<file path="src/rtl/core/vcfh_pkg.sv">
// Package: shared types and constants for the channel frame handler.
`timescale 1ns / 1ps
`default_nettype none
package vcfh_pkg;

    localparam int FRAME_BYTES  = 8;
    localparam int CNT_W        = $clog2(FRAME_BYTES);
    localparam int BUF_DEPTH    = FRAME_BYTES - 1;
    localparam int BUF_IDX_W    = (BUF_DEPTH > 1) ? $clog2(BUF_DEPTH) : 1;
    localparam int FIELD_SLOTS  = 7;
    localparam int REPLY_LEN    = 8;
    localparam int PHASE_W      = $clog2(REPLY_LEN + 1);
    localparam int REPLY_IDX_W  = $clog2(REPLY_LEN);
    localparam int JOBQ_DEPTH   = 2;
    localparam int JOBQ_PTR_W   = 1;
    localparam int JOBQ_CNT_W   = 2;
    localparam int CFG_IDX_W    = 2;
    localparam int CFG_DATA_W   = 8;

    localparam logic [7:0] HEADER_RST   = 8'hED;
    localparam logic [7:0] TIMEOUT_RST  = 8'd20;
    localparam logic [7:0] DISPENSE_RST = 8'h70;
    localparam logic [7:0] STATUS_RST   = 8'h00;

    typedef enum logic [CFG_IDX_W-1:0] {
        CFG_HEADER   = 2'd0,
        CFG_TIMEOUT  = 2'd1,
        CFG_DISPENSE = 2'd2,
        CFG_STATUS   = 2'd3
    } t_cfg_idx;

    typedef enum logic [1:0] {
        VERDICT_DISPENSE = 2'd0,
        VERDICT_CHECK    = 2'd1,
        VERDICT_ERROR    = 2'd2
    } t_verdict;

    typedef enum logic {
        KIND_VERDICT = 1'b0,
        KIND_REPLY   = 1'b1
    } t_kind;

    typedef enum logic {
        OP_BYTE = 1'b0,
        OP_TICK = 1'b1
    } t_op;

    typedef struct packed {
        logic       operation;
        logic [7:0] rx_byte;
    } t_in_item;

    typedef struct packed {
        logic       kind;
        logic [1:0] verdict;
        logic [7:0] frame_length;
        logic [7:0] sequence_res;
        logic [7:0] msg_type;
        logic [7:0] column;
        logic [7:0] data_one;
        logic [7:0] data_two;
        logic [7:0] reply_byte;
        logic       last;
    } t_out_item;

    typedef struct packed {
        logic [7:0] header_byte;
        logic [7:0] timeout_ticks;
        logic [7:0] dispense_code;
        logic [7:0] reply_status;
    } t_cfg;

    typedef struct packed {
        t_verdict   verdict;
        logic [7:0] frame_length;
        logic [7:0] sequence_res;
        logic [7:0] msg_type;
        logic [7:0] column;
        logic [7:0] data_one;
        logic [7:0] data_two;
    } t_job;

endpackage
`default_nettype wire

</file>
<file path="src/rtl/core/vcfh_front.sv">
// Front end: frame assembly, timeout, frame check and classification into jobs.
`timescale 1ns / 1ps
`default_nettype none
module vcfh_front (
    input  wire                 i_clk,
    input  wire                 i_rst_n,
    input  wire                 i_accept,
    input  vcfh_pkg::t_in_item  i_item,
    input  vcfh_pkg::t_cfg      i_cfg,
    output logic                o_job_push,
    output vcfh_pkg::t_job      o_job
);
    import vcfh_pkg::*;

    logic [CNT_W-1:0] r_cnt, n_cnt;
    logic [7:0]       r_tleft, n_tleft;
    logic [7:0]       r_xor, n_xor;
    logic [7:0]       r_buf [BUF_DEPTH];
    logic [7:0]       r_len, r_seq, r_type, r_col, r_d1, r_d2;
    logic [7:0]       n_len, n_seq, n_type, n_col, n_d1, n_d2;
    logic             w_buf_we;
    logic [7:0]       w_fld [FIELD_SLOTS];

    // positions at or past the check byte read as zero
    for (genvar gi = 0; gi < FIELD_SLOTS; gi++) begin : g_fld
        if (gi < BUF_DEPTH) begin : g_real
            assign w_fld[gi] = r_buf[gi];
        end else begin : g_zero
            assign w_fld[gi] = 8'h00;
        end
    end

    always_comb begin
        n_cnt      = r_cnt;
        n_tleft    = r_tleft;
        n_xor      = r_xor;
        n_len      = r_len;
        n_seq      = r_seq;
        n_type     = r_type;
        n_col      = r_col;
        n_d1       = r_d1;
        n_d2       = r_d2;
        w_buf_we   = 1'b0;
        o_job_push = 1'b0;
        o_job.verdict = VERDICT_ERROR;
        if (i_accept) begin
            if (i_item.operation == OP_TICK) begin
                if (r_cnt != '0) begin
                    if (r_tleft <= 8'd1) begin
                        n_tleft    = 8'd0;
                        n_cnt      = '0;
                        o_job_push = 1'b1;
                    end else begin
                        n_tleft = r_tleft - 8'd1;
                    end
                end
            end else if (r_cnt == CNT_W'(FRAME_BYTES - 1)) begin
                n_cnt      = '0;
                n_tleft    = 8'd0;
                o_job_push = 1'b1;
                if (w_fld[0] != i_cfg.header_byte || r_xor != i_item.rx_byte) begin
                    o_job.verdict = VERDICT_ERROR;
                end else if (r_seq != 8'd0 && r_seq == w_fld[2]) begin
                    o_job.verdict = VERDICT_CHECK;
                end else begin
                    n_len  = w_fld[1];
                    n_seq  = w_fld[2];
                    n_type = w_fld[3];
                    n_col  = w_fld[4];
                    n_d1   = w_fld[5];
                    n_d2   = w_fld[6];
                    o_job.verdict = (w_fld[3] == i_cfg.dispense_code) ?
                                    VERDICT_DISPENSE : VERDICT_CHECK;
                end
            end else begin
                w_buf_we = 1'b1;
                n_cnt    = r_cnt + CNT_W'(1);
                if (r_cnt == '0) begin
                    n_tleft = i_cfg.timeout_ticks;
                    n_xor   = i_item.rx_byte;
                end else begin
                    n_xor   = r_xor ^ i_item.rx_byte;
                end
            end
        end
        o_job.frame_length = n_len;
        o_job.sequence_res = n_seq;
        o_job.msg_type     = n_type;
        o_job.column       = n_col;
        o_job.data_one     = n_d1;
        o_job.data_two     = n_d2;
    end

    always_ff @(posedge i_clk) begin
        if (!i_rst_n) begin
            r_cnt   <= '0;
            r_tleft <= 8'd0;
            r_len   <= 8'd0;
            r_seq   <= 8'd0;
            r_type  <= 8'd0;
            r_col   <= 8'd0;
            r_d1    <= 8'd0;
            r_d2    <= 8'd0;
        end else begin
            r_cnt   <= n_cnt;
            r_tleft <= n_tleft;
            r_len   <= n_len;
            r_seq   <= n_seq;
            r_type  <= n_type;
            r_col   <= n_col;
            r_d1    <= n_d1;
            r_d2    <= n_d2;
        end
    end

    always_ff @(posedge i_clk) begin
        r_xor <= n_xor;
        if (w_buf_we) begin
            r_buf[r_cnt[BUF_IDX_W-1:0]] <= i_item.rx_byte;
        end
    end

endmodule
`default_nettype wire

</file>
<file path="src/rtl/core/vcfh_job_queue.sv">
// Short job queue between front end and result sequencer.
`timescale 1ns / 1ps
`default_nettype none
module vcfh_job_queue (
    input  wire             i_clk,
    input  wire             i_rst_n,
    input  wire             i_push,
    input  vcfh_pkg::t_job  i_job,
    input  wire             i_pop,
    output logic            o_full,
    output logic            o_valid,
    output vcfh_pkg::t_job  o_job
);
    import vcfh_pkg::*;

    t_job                  r_mem [JOBQ_DEPTH];
    logic [JOBQ_PTR_W-1:0] r_wr, r_rd;
    logic [JOBQ_CNT_W-1:0] r_count;
    logic                  w_do_push, w_do_pop;

    assign o_full    = (r_count == JOBQ_CNT_W'(JOBQ_DEPTH));
    assign o_valid   = (r_count != '0);
    assign o_job     = r_mem[r_rd];
    assign w_do_push = i_push && !o_full;
    assign w_do_pop  = i_pop && o_valid;

    always_ff @(posedge i_clk) begin
        if (!i_rst_n) begin
            r_wr    <= '0;
            r_rd    <= '0;
            r_count <= '0;
        end else begin
            if (w_do_push) r_wr <= r_wr + JOBQ_PTR_W'(1);
            if (w_do_pop)  r_rd <= r_rd + JOBQ_PTR_W'(1);
            r_count <= r_count + JOBQ_CNT_W'(w_do_push) - JOBQ_CNT_W'(w_do_pop);
        end
    end

    always_ff @(posedge i_clk) begin
        if (w_do_push) begin
            r_mem[r_wr] <= i_job;
        end
    end

endmodule
`default_nettype wire

</file>
<file path="src/rtl/core/vcfh_back.sv">
// Back end: expands each job into verdict and reply items into an output register.
`timescale 1ns / 1ps
`default_nettype none
module vcfh_back (
    input  wire                 i_clk,
    input  wire                 i_rst_n,
    input  wire                 i_job_valid,
    input  vcfh_pkg::t_job      i_job,
    input  vcfh_pkg::t_cfg      i_cfg,
    output logic                o_job_pop,
    input  wire                 i_pop,
    output logic                o_empty,
    output vcfh_pkg::t_out_item o_out_item
);
    import vcfh_pkg::*;

    logic [PHASE_W-1:0]     r_phase, n_phase;
    logic                   r_valid;
    t_out_item              r_item, n_item;
    logic                   w_adv, w_load;
    logic [7:0]             w_reply [REPLY_LEN];
    logic [PHASE_W-1:0]     w_ridx_full;
    logic [REPLY_IDX_W-1:0] w_ridx;

    assign w_adv   = !r_valid || i_pop;
    assign w_load  = w_adv && i_job_valid;
    assign o_empty = !r_valid;
    assign o_out_item = r_item;

    assign w_reply[0] = i_cfg.header_byte + 8'd1;
    assign w_reply[1] = i_cfg.reply_status;
    assign w_reply[2] = i_job.sequence_res;
    assign w_reply[3] = i_job.msg_type;
    assign w_reply[4] = i_job.column;
    assign w_reply[5] = 8'h00;
    assign w_reply[6] = 8'h00;
    assign w_reply[7] = w_reply[0] ^ w_reply[1] ^ w_reply[2] ^ w_reply[3] ^ w_reply[4];

    assign w_ridx_full = r_phase - PHASE_W'(1);
    assign w_ridx      = w_ridx_full[REPLY_IDX_W-1:0];

    always_comb begin
        n_phase   = r_phase;
        o_job_pop = 1'b0;
        n_item.frame_length = i_job.frame_length;
        n_item.sequence_res = i_job.sequence_res;
        n_item.msg_type     = i_job.msg_type;
        n_item.column       = i_job.column;
        n_item.data_one     = i_job.data_one;
        n_item.data_two     = i_job.data_two;
        if (r_phase == '0) begin
            n_item.kind       = KIND_VERDICT;
            n_item.verdict    = i_job.verdict;
            n_item.reply_byte = 8'h00;
            n_item.last       = (i_job.verdict != VERDICT_CHECK);
        end else begin
            n_item.kind       = KIND_REPLY;
            n_item.verdict    = VERDICT_CHECK;
            n_item.reply_byte = w_reply[w_ridx];
            n_item.last       = (r_phase == PHASE_W'(REPLY_LEN));
        end
        if (w_load) begin
            if (n_item.last) begin
                o_job_pop = 1'b1;
                n_phase   = '0;
            end else begin
                n_phase   = r_phase + PHASE_W'(1);
            end
        end
    end

    always_ff @(posedge i_clk) begin
        if (!i_rst_n) begin
            r_phase <= '0;
            r_valid <= 1'b0;
        end else begin
            r_phase <= n_phase;
            if (w_adv) r_valid <= i_job_valid;
        end
    end

    always_ff @(posedge i_clk) begin
        if (w_load) r_item <= n_item;
    end

endmodule
`default_nettype wire

</file>
<file path="src/rtl/core/vend_channel_frame_handler_core.sv">
// Top level: configuration registers and front/queue/back hookup.
//
//  channel   handshake              payload
//  input     push / full            i_in_item  (t_in_item)
//  result    empty / pop            o_out_item (t_out_item)
//  config    i_cfg_we               i_cfg_idx, i_cfg_data
//
// Input transfers are taken one per cycle while the two-entry job queue has room.
// A finished frame yields one result item (dispense, error) or nine (check),
// sent one per cycle while pop is held, from the output register; the back end sets this rate.
// A result passes through the job queue and then the output register before it appears.
// Reset is synchronous; a stalled result side fills the queue and raises full.
`timescale 1ns / 1ps
`default_nettype none
module vend_channel_frame_handler_core (
    input  wire                                i_clk,
    input  wire                                i_rst_n,
    input  wire                                push,
    output logic                               full,
    input  vcfh_pkg::t_in_item                 i_in_item,
    output logic                               empty,
    input  wire                                pop,
    output vcfh_pkg::t_out_item                o_out_item,
    input  wire                                i_cfg_we,
    input  wire  [vcfh_pkg::CFG_IDX_W-1:0]     i_cfg_idx,
    input  wire  [vcfh_pkg::CFG_DATA_W-1:0]    i_cfg_data
);
    import vcfh_pkg::*;

    t_cfg r_cfg;
    t_job w_front_job, w_q_job;
    logic w_front_push, w_q_valid, w_q_pop;

    always_ff @(posedge i_clk) begin
        if (!i_rst_n) begin
            r_cfg.header_byte   <= HEADER_RST;
            r_cfg.timeout_ticks <= TIMEOUT_RST;
            r_cfg.dispense_code <= DISPENSE_RST;
            r_cfg.reply_status  <= STATUS_RST;
        end else if (i_cfg_we) begin
            unique case (t_cfg_idx'(i_cfg_idx))
                CFG_HEADER:   r_cfg.header_byte   <= i_cfg_data;
                CFG_TIMEOUT:  r_cfg.timeout_ticks <= i_cfg_data;
                CFG_DISPENSE: r_cfg.dispense_code <= i_cfg_data;
                CFG_STATUS:   r_cfg.reply_status  <= i_cfg_data;
                default: ;
            endcase
        end
    end

    vcfh_front u_front (
        .i_clk      (i_clk),
        .i_rst_n    (i_rst_n),
        .i_accept   (push && !full),
        .i_item     (i_in_item),
        .i_cfg      (r_cfg),
        .o_job_push (w_front_push),
        .o_job      (w_front_job)
    );

    vcfh_job_queue u_queue (
        .i_clk   (i_clk),
        .i_rst_n (i_rst_n),
        .i_push  (w_front_push),
        .i_job   (w_front_job),
        .i_pop   (w_q_pop),
        .o_full  (full),
        .o_valid (w_q_valid),
        .o_job   (w_q_job)
    );

    vcfh_back u_back (
        .i_clk       (i_clk),
        .i_rst_n     (i_rst_n),
        .i_job_valid (w_q_valid),
        .i_job       (w_q_job),
        .i_cfg       (r_cfg),
        .o_job_pop   (w_q_pop),
        .i_pop       (pop),
        .o_empty     (empty),
        .o_out_item  (o_out_item)
    );

endmodule
`default_nettype wire

</file>
<file path="config.mk">
export PLATFORM = sky130hd
export DESIGN_NAME = vend_channel_frame_handler_core
export DESIGN_NICKNAME = d
export VERILOG_FILES = /design/src/rtl/core/vcfh_pkg.sv /design/src/rtl/core/vcfh_front.sv /design/src/rtl/core/vcfh_job_queue.sv /design/src/rtl/core/vcfh_back.sv /design/src/rtl/core/vend_channel_frame_handler_core.sv
export SDC_FILE = /design/constraint.sdc
export NUM_CORES = 1
export LEC_CHECK = 0
export ABC_CLOCK_PERIOD_IN_PS = 11100
export BUFFER_PORTS_ARGS = -buffer_cell sky130_fd_sc_hd__buf_2
export CAP_MARGIN = 5
export CORE_UTILIZATION = 44
export DETAILED_ROUTE_END_ITERATION = 12
export PLACE_DENSITY = 0.68
export SYNTH_ARGS = -nofsm -noshare
export SYNTH_HDL_FRONTEND = slang
export SYNTH_SLANG_ARGS = --single-unit
</file>
<file path="constraint.sdc">
create_clock -name i_clk -period 11.1 [get_ports i_clk]
set_clock_uncertainty 0.1 [all_clocks]
set_input_delay 1.11 -clock i_clk [delete_from_list [all_inputs] [get_ports i_clk]]
set_output_delay 1.11 -clock i_clk [all_outputs]
set_load 0.02 [all_outputs]
</file>
* Word-level counts from Yosys, hierarchy flattened
Memories as Yosys holds them, arrays and structs flattened. A register that Yosys moved wholly into a read port is not among the register bits.
Cells that the tools add are included.
W data, S select, Z words.
** Storage, ports and cells
- ROM bits :: 0
- Memory bits (writable) :: 156
- Output and inout port bits :: 62
- Memories kept :: 2
- Input bits :: 24
- Bits in registers :: 168
- Bits in latches :: 0
** Cells by class
- Shift operators :: 0
- Equal/unequal tests :: 13
- Div/mod/pow operators :: 0
- Muxes and demuxes :: 68
- Reduce and logical (&&, ||, !) cells :: 23
- Bitwise gates (word level) :: 8
- $add $sub $neg :: 9
- Multiply operators :: 0
- $lt $le $gt $ge :: 2
** Memories
- u_queue.r_mem :: depth 2, bits a word 50, read ports 1, clocked after memory_dff 1, write ports 1, line vcfh_job_queue.sv:16 : t_job r_mem [JOBQ_DEPTH];
- u_front.r_buf :: depth 7, bits a word 8, read ports 7, clocked after memory_dff 0, write ports 1, line vcfh_front.sv:18 : logic [7:0] r_buf [BUF_DEPTH];
** Operator list (count)
- $mux W8 :: 38
- $xor A8 B8 Y8 :: 5
- $bmux W8 S3 :: 1
- $mux W1 :: 18
- $eq A8 B8 Y1 :: 2
- $ne A8 B8 Y1 :: 2
- $mux W3 :: 5
- $mux W2 :: 5
- $reduce_and A3 Y1 :: 3
- $add A8 B1 Y8 const B :: 1
- $le A8 B1 Y1 const B :: 1
- $reduce_and A2 Y1 :: 4
- $reduce_bool A8 Y1 :: 1
- $sub A8 B1 Y8 const B :: 1
- $eq A2 B2 Y1 const B :: 3
- $ne A2 B1 Y1 const B :: 3
- $reduce_bool A3 Y1 :: 2
- $logic_and A1 B1 Y1 :: 5
- $add A4 B1 Y4 const B :: 1
- $eq A4 B4 Y1 const B :: 1
- $ge A4 B4 Y1 const B :: 1
- $logic_not A4 Y1 :: 1
- $mux W4 :: 1
- $not A3 Y4 :: 1
- other kinds (13) :: 17

* Logic depth before layout (Yosys ltp)
- Word-level depth :: 8
- Gate-level depth with buffers :: 14

* Modules after synthesis
From an unflattened synthesis, not the netlist that was laid out.
** Unflattened totals
- Cells, all modules :: 1020
- Area total of the unflattened synthesis :: 14086.0 um2
** Modules (own cells, without submodules)
- vcfh_front :: instances 1, cells each 512, area each 5760.5 um2
- vcfh_job_queue :: instances 1, cells each 183, area each 4101.4 um2
- vcfh_back :: instances 1, cells each 195, area each 2911.5 um2
- vend_channel_frame_handler_core :: instances 1, cells each 130, area each 1312.5 um2

* Worst setup path before layout
Ideal clock, no wire load.
- Path kind :: flip-flop to flip-flop
- Start :: register u_front.r_cnt[1]
- End :: memory u_queue.r_mem[0][0] (netlist bit) (enable)
- Data required time :: 10.480 ns
- Setup time :: 0.520 ns
- Slack :: 5.690 ns
- Clock period less this slack :: 5.410 ns
- Cell stages (with the launch flop) :: 8
- Arrival :: 4.790 ns
- Path through :: dfxtp_1 -> inv_1 -> ha_1 -> nand2b_1 -> buf_2 -> nor4b_1 -> a21oi_1 -> nor3_1
** On the way
- Word-level cells in the longest chain between the ends :: 7
- Elaborated cells on any way between the ends :: 9
- Those cells by class :: eq/ne: 1; mux: 6; reduce/logical: 2
** Ends and longest elaborated chain
- from (decl) :: line vcfh_front.sv:15 : logic [CNT_W-1:0] r_cnt, n_cnt;
- from (signal assigned) :: line vcfh_front.sv:105 : r_cnt <= n_cnt;
- $eq A3 B3 Y1 or $reduce_bool A3 Y1 (tied branches) :: line vcfh_front.sv:57, vcfh_front.sv:48
- $mux W1 (on tied branches) :: line vcfh_front.sv:57, vcfh_front.sv:48
- $mux W1 * :: line vcfh_front.sv:47 : if (i_item.operation == OP_TICK) begin
- $mux W1 * :: line vcfh_front.sv:46 : if (i_accept) begin
- $logic_and A1 B1 Y1 * :: line vcfh_job_queue.sv:24 : assign w_do_push = i_push && !o_full;
- $mux W1 * :: line vcfh_job_queue.sv:40 : if (w_do_push) begin
- $mux W1 (not written as such) * :: line vcfh_job_queue.sv:41 : r_mem[r_wr] <= i_job;
- to (decl) :: line vcfh_job_queue.sv:16
Mark *: on every way between the ends. The rest lies on a longest branch, timed or not.

==> qor.json <==
{
  "synth.yosys.seq_area_share": {"value": 64.0, "unit": "%"},
  "die_area": {"value": 0.0318, "unit": "mm²"},
  "dp_hpwl": {"value": 18500, "unit": "µm"},
  "io_pins": {"value": 86},
  "cts.sinks": {"value": 325},
  "crit_type": {"value": "flip-flop to flip-flop"},
  "post_synth_instance_area": {"value": 0.0137, "unit": "mm²"},
  "grt_util_met2": {"value": 28.0, "unit": "%"},
  "synthesis.instances": {"value": 1029},
  "grt_usage": {"value": 17.7, "unit": "%"},
  "place_ws": {"value": 7.23, "unit": "ns"},
  "core.rowCount": {"value": 64},
  "detail_route.iter0.violations": {"value": 680},
  "timing.fmax": {"value": 277, "unit": "MHz"},
  "postSynthRegisterBits": {"value": 325},
  "final_nets": {"value": 1149},
  "grt_pass1_vias": {"value": 7625},
  "maxCapViolCount": {"value": 0},
  "synth_top_flop_cell": {"value": "sky130_fd_sc_hd__edfxtp_1"},
  "insertedDiodeCount": {"value": 0},
  "h-tree-depth": {"value": 2},
  "result_of_the_run": {"value": "complete, no violations"},
  "pin_count_of_the_biggest_net_entering_global_routing": {"value": 100},
  "totalWireLength": {"value": 27600, "unit": "µm"},
  "avgSynthCellArea": {"value": 13.3, "unit": "µm²"},
  "synth.yosys.warnings": {"value": 0},
  "detail_routed_net_length_per_standard_cell": {"value": 18.0, "unit": "µm"},
  "port-buffer-count": {"value": 85},
  "cts_root_buffer": {"value": "sky130_fd_sc_hd__clkbuf_16"},
  "worst_setup_path_end_kind": {"value": "flip-flop"},
  "detail_route.vias_per_cell": {"value": 5.24},
  "syn_nets": {"value": 1063},
  "final_period_minus_worst_setup_slack": {"value": 3.61, "unit": "ns"},
  "globalRouteMet3Util": {"value": 3.18, "unit": "%"},
  "worst-slew-pin-transition": {"value": 1.16, "unit": "ns"},
  "area_growth_syn_to_layout": {"value": 14.0, "unit": "%"},
  "fp.dieW": {"value": 178, "unit": "µm"},
  "final_layout_size_suffix_gt1_share": {"value": 22.4, "unit": "%"},
  "post_cts_repair_timing_setup_buffer_count": {"value": 0},
  "setup_violations": {"value": 0},
  "hold_class": {"value": "flip-flop to flip-flop"},
  "synth_enable_flop_cells": {"value": 224},
  "cts_repair_resize_count": {"value": 0},
  "cts_buffer_depth": {"value": 3},
  "layout_worst_path_cycle_share": {"value": 32.5, "unit": "%"},
  "die_y": {"value": 178, "unit": "µm"},
  "synth.lib_cells_used.distinct": {"value": 57},
  "cp_data_arrival_time": {"value": 3.74, "unit": "ns"},
  "drt_drc_violations_left": {"value": 0},
  "cellPowerDensity": {"value": 205, "unit": "mW/mm²"},
  "post_drt_antenna_nets": {"value": 0},
  "grt_pass1_wl": {"value": 43000, "unit": "µm"},
  "grt_overflow_total": {"value": 0},
  "post_route_setup_tns": {"value": 0, "unit": "ns"},
  "floorplan.initialDensity": {"value": 44.7, "unit": "%"},
  "power.static_leakage": {"value": 5.87, "unit": "nW"},
  "worst_ir_drop_vdd": {"value": 144, "unit": "µV"},
  "antenna_violations_before_repair": {"value": 0},
  "globalplace.congestion": {"value": 0.871},
  "cp_data_required_time": {"value": 11.23, "unit": "ns"},
  "cts-hold-fix-buffers": {"value": 0},
  "startpoint_type": {"value": "flip-flop"},
  "post-route-worst-setup-slack": {"value": 7.49, "unit": "ns"},
  "timing_hold_violations_final": {"value": 0},
  "global_route.peak_usage_layer": {"value": "met2"},
  "slew_viol_final": {"value": 0},
  "core": {"value": 0.0306, "unit": "mm²"},
  "grt_setup_unrepaired": {"value": "no"},
  "clock_tree_from_tritoncts": {"value": "yes"},
  "drt_first_pass_iters": {"value": 8},
  "via_count": {"value": 8049},
  "path_max_fanout": {"value": 63},
  "cts_buffers": {"value": 35},
  "use_met1": {"value": 25.3, "unit": "%"},
  "async_flop_share": {"value": 0, "unit": "%"},
  "max_slew_margin": {"value": 22.0, "unit": "%"},
  "insertion_delay": {"value": 0.51, "unit": "ns"},
  "post-layout-total-power": {"value": 3.19, "unit": "mW"},
  "path_clk_slew": {"value": 0.06, "unit": "ns"}
}
area by class of cell:
cell class / count / area [µm²]
clock buffer: 48 / 975
clock inverter: 13 / 150
fill: 2648 / 15000
inverter: 21 / 78.8
multi-input combinational: 639 / 4640
sequential: 325 / 8750
tap: 396 / 495
timing repair buffer: 93 / 488
metrics by stage:
step	hold WS, ns	area, µm²	utilization, %	cells
floorplan	0.335	13700	-	1029
global placement	0.341	14500	47.3	1474
detailed placement	0.348	14500	47.3	1474
CTS	0.358	15600	50.9	1535
global route	0.378	15600	50.9	1535
finish	0.355	15600	50.9	1535
kinds of logic after synthesis:
kind of cell / after synthesis / share of synthesized area [%]
AOI/OAI and AO/OA: 87 / 4.05
and+or+nand+nor: 298 / 9.78
muxes: 170 / 13.8
adders and majority gates: 10 / 0.915
buffers and inverters: 65 / 2.21
DFF: 325 / 64.0
xor gates and xnor gates: 74 / 5.24
report_power, final:
part	switching, mW	total (mW)	internal, mW
logic	0.384	0.594	0.211
clock network	0.450	1.13	0.685
registers	0.0333	1.46	1.42
total	0.867	3.19	2.32
placed cells by master (no fill, tap or decap), types with 4 or more instances in the layout:
cell type                   instances
sky130_fd_sc_hd__nor2_1            51
sky130_fd_sc_hd__buf_4              9
sky130_fd_sc_hd__mux2_2            87
sky130_fd_sc_hd__o21ai_0           28
sky130_fd_sc_hd__and3_1             4
sky130_fd_sc_hd__mux2i_1           75
sky130_fd_sc_hd__buf_2             84
sky130_fd_sc_hd__nor4_1             5
sky130_fd_sc_hd__a31oi_1            8
sky130_fd_sc_hd__dfxtp_1          100
sky130_fd_sc_hd__clkinv_1           4
sky130_fd_sc_hd__clkbuf_16         35
sky130_fd_sc_hd__or3_1              4
sky130_fd_sc_hd__mux4_2             5
sky130_fd_sc_hd__a211oi_1           4
sky130_fd_sc_hd__nand2b_1           6
sky130_fd_sc_hd__xor2_1            27
sky130_fd_sc_hd__xnor2_1           42
sky130_fd_sc_hd__ha_1              10
sky130_fd_sc_hd__inv_1             20
sky130_fd_sc_hd__edfxtp_1         224
sky130_fd_sc_hd__clkbuf_1           8
sky130_fd_sc_hd__a21oi_1           25
sky130_fd_sc_hd__clkbuf_8           5
sky130_fd_sc_hd__o31ai_1            5
sky130_fd_sc_hd__nand4_1            9
sky130_fd_sc_hd__nand3_1           19
sky130_fd_sc_hd__nand2_1          164
sky130_fd_sc_hd__nor3_1            12
sky130_fd_sc_hd__xnor3_1            5
sequential cells by signal (all words and copies together), names as in the netlist, named ones only:
register	flops
u_front.r_xor	8
u_front.r_len	8
r_cfg	32
u_back.r_phase	4
u_queue.r_rd	1
u_queue.r_wr	1
u_front.r_tleft	8
u_front.r_buf	56
u_front.r_seq	8
u_front.r_col	8
u_front.r_cnt	3
u_front.r_d2	8
u_back.r_valid	1
u_queue.r_mem	100
u_front.r_d1	8
u_back.o_out_item	60
u_queue.r_count	2
u_front.r_type	8
path summary, 6_finish.rpt:
kind / from / slack, ns / endpoint / depth (start not counted)
hold / removal: u_front.r_type[6]$_SDFF_PN0_ / 0.36 / u_front.r_type[6]$_SDFF_PN0_ / 2
setup / recovery: u_front.r_buf[2][7]$_DFFE_PP_ / 7.49 / u_queue.r_mem[1][15]$_DFFE_PP_ / 6
setup reg to reg: u_front.r_buf[2][7]$_DFFE_PP_ / 7.49 / u_queue.r_mem[1][15]$_DFFE_PP_ / 6
hold reg to reg: u_front.r_type[6]$_SDFF_PN0_ / 0.36 / u_front.r_type[6]$_SDFF_PN0_ / 2
worst max-delay path, stage by stage (launching register included):
cell and delay [ns]:
sky130_fd_sc_hd__edfxtp_1 0.46, sky130_fd_sc_hd__xor2_1 0.18, sky130_fd_sc_hd__nor4_1 0.45, sky130_fd_sc_hd__o211ai_1 0.35, sky130_fd_sc_hd__nand3_4 0.47, sky130_fd_sc_hd__buf_4 0.80
sky130_fd_sc_hd__mux2_2 0.43
synthesized netlist by cell type (all sizes together) (5+ instances only):
cell	instances	area (µm²)
a21oi	25	125
a31oi	8	50.1
buf	19	129
clkbuf	25	93.8
dfxtp	101	2020
edfxtp	224	6730
ha	10	125
inv	20	75.1
mux2	90	1020
mux2i	75	751
mux4	5	113
nand2	164	616
nand2b	7	51.3
nand3	20	105
nand4	9	56.3
nor2	52	195
nor3	14	75.1
nor4	5	31.3
o21ai	28	140
o31ai	6	50.1
xnor2	42	368
xnor3	5	113
xor2	27	236
layer usage:
metal / vias to the layer above / wire length (µm)
met1: 3930 / 12900
met2: 201 / 12700
li1: 3872 / -
met4: 0 / 542
met5: - / 0
met3: 46 / 1480
Note: power is estimated with default switching activity, not from simulation.
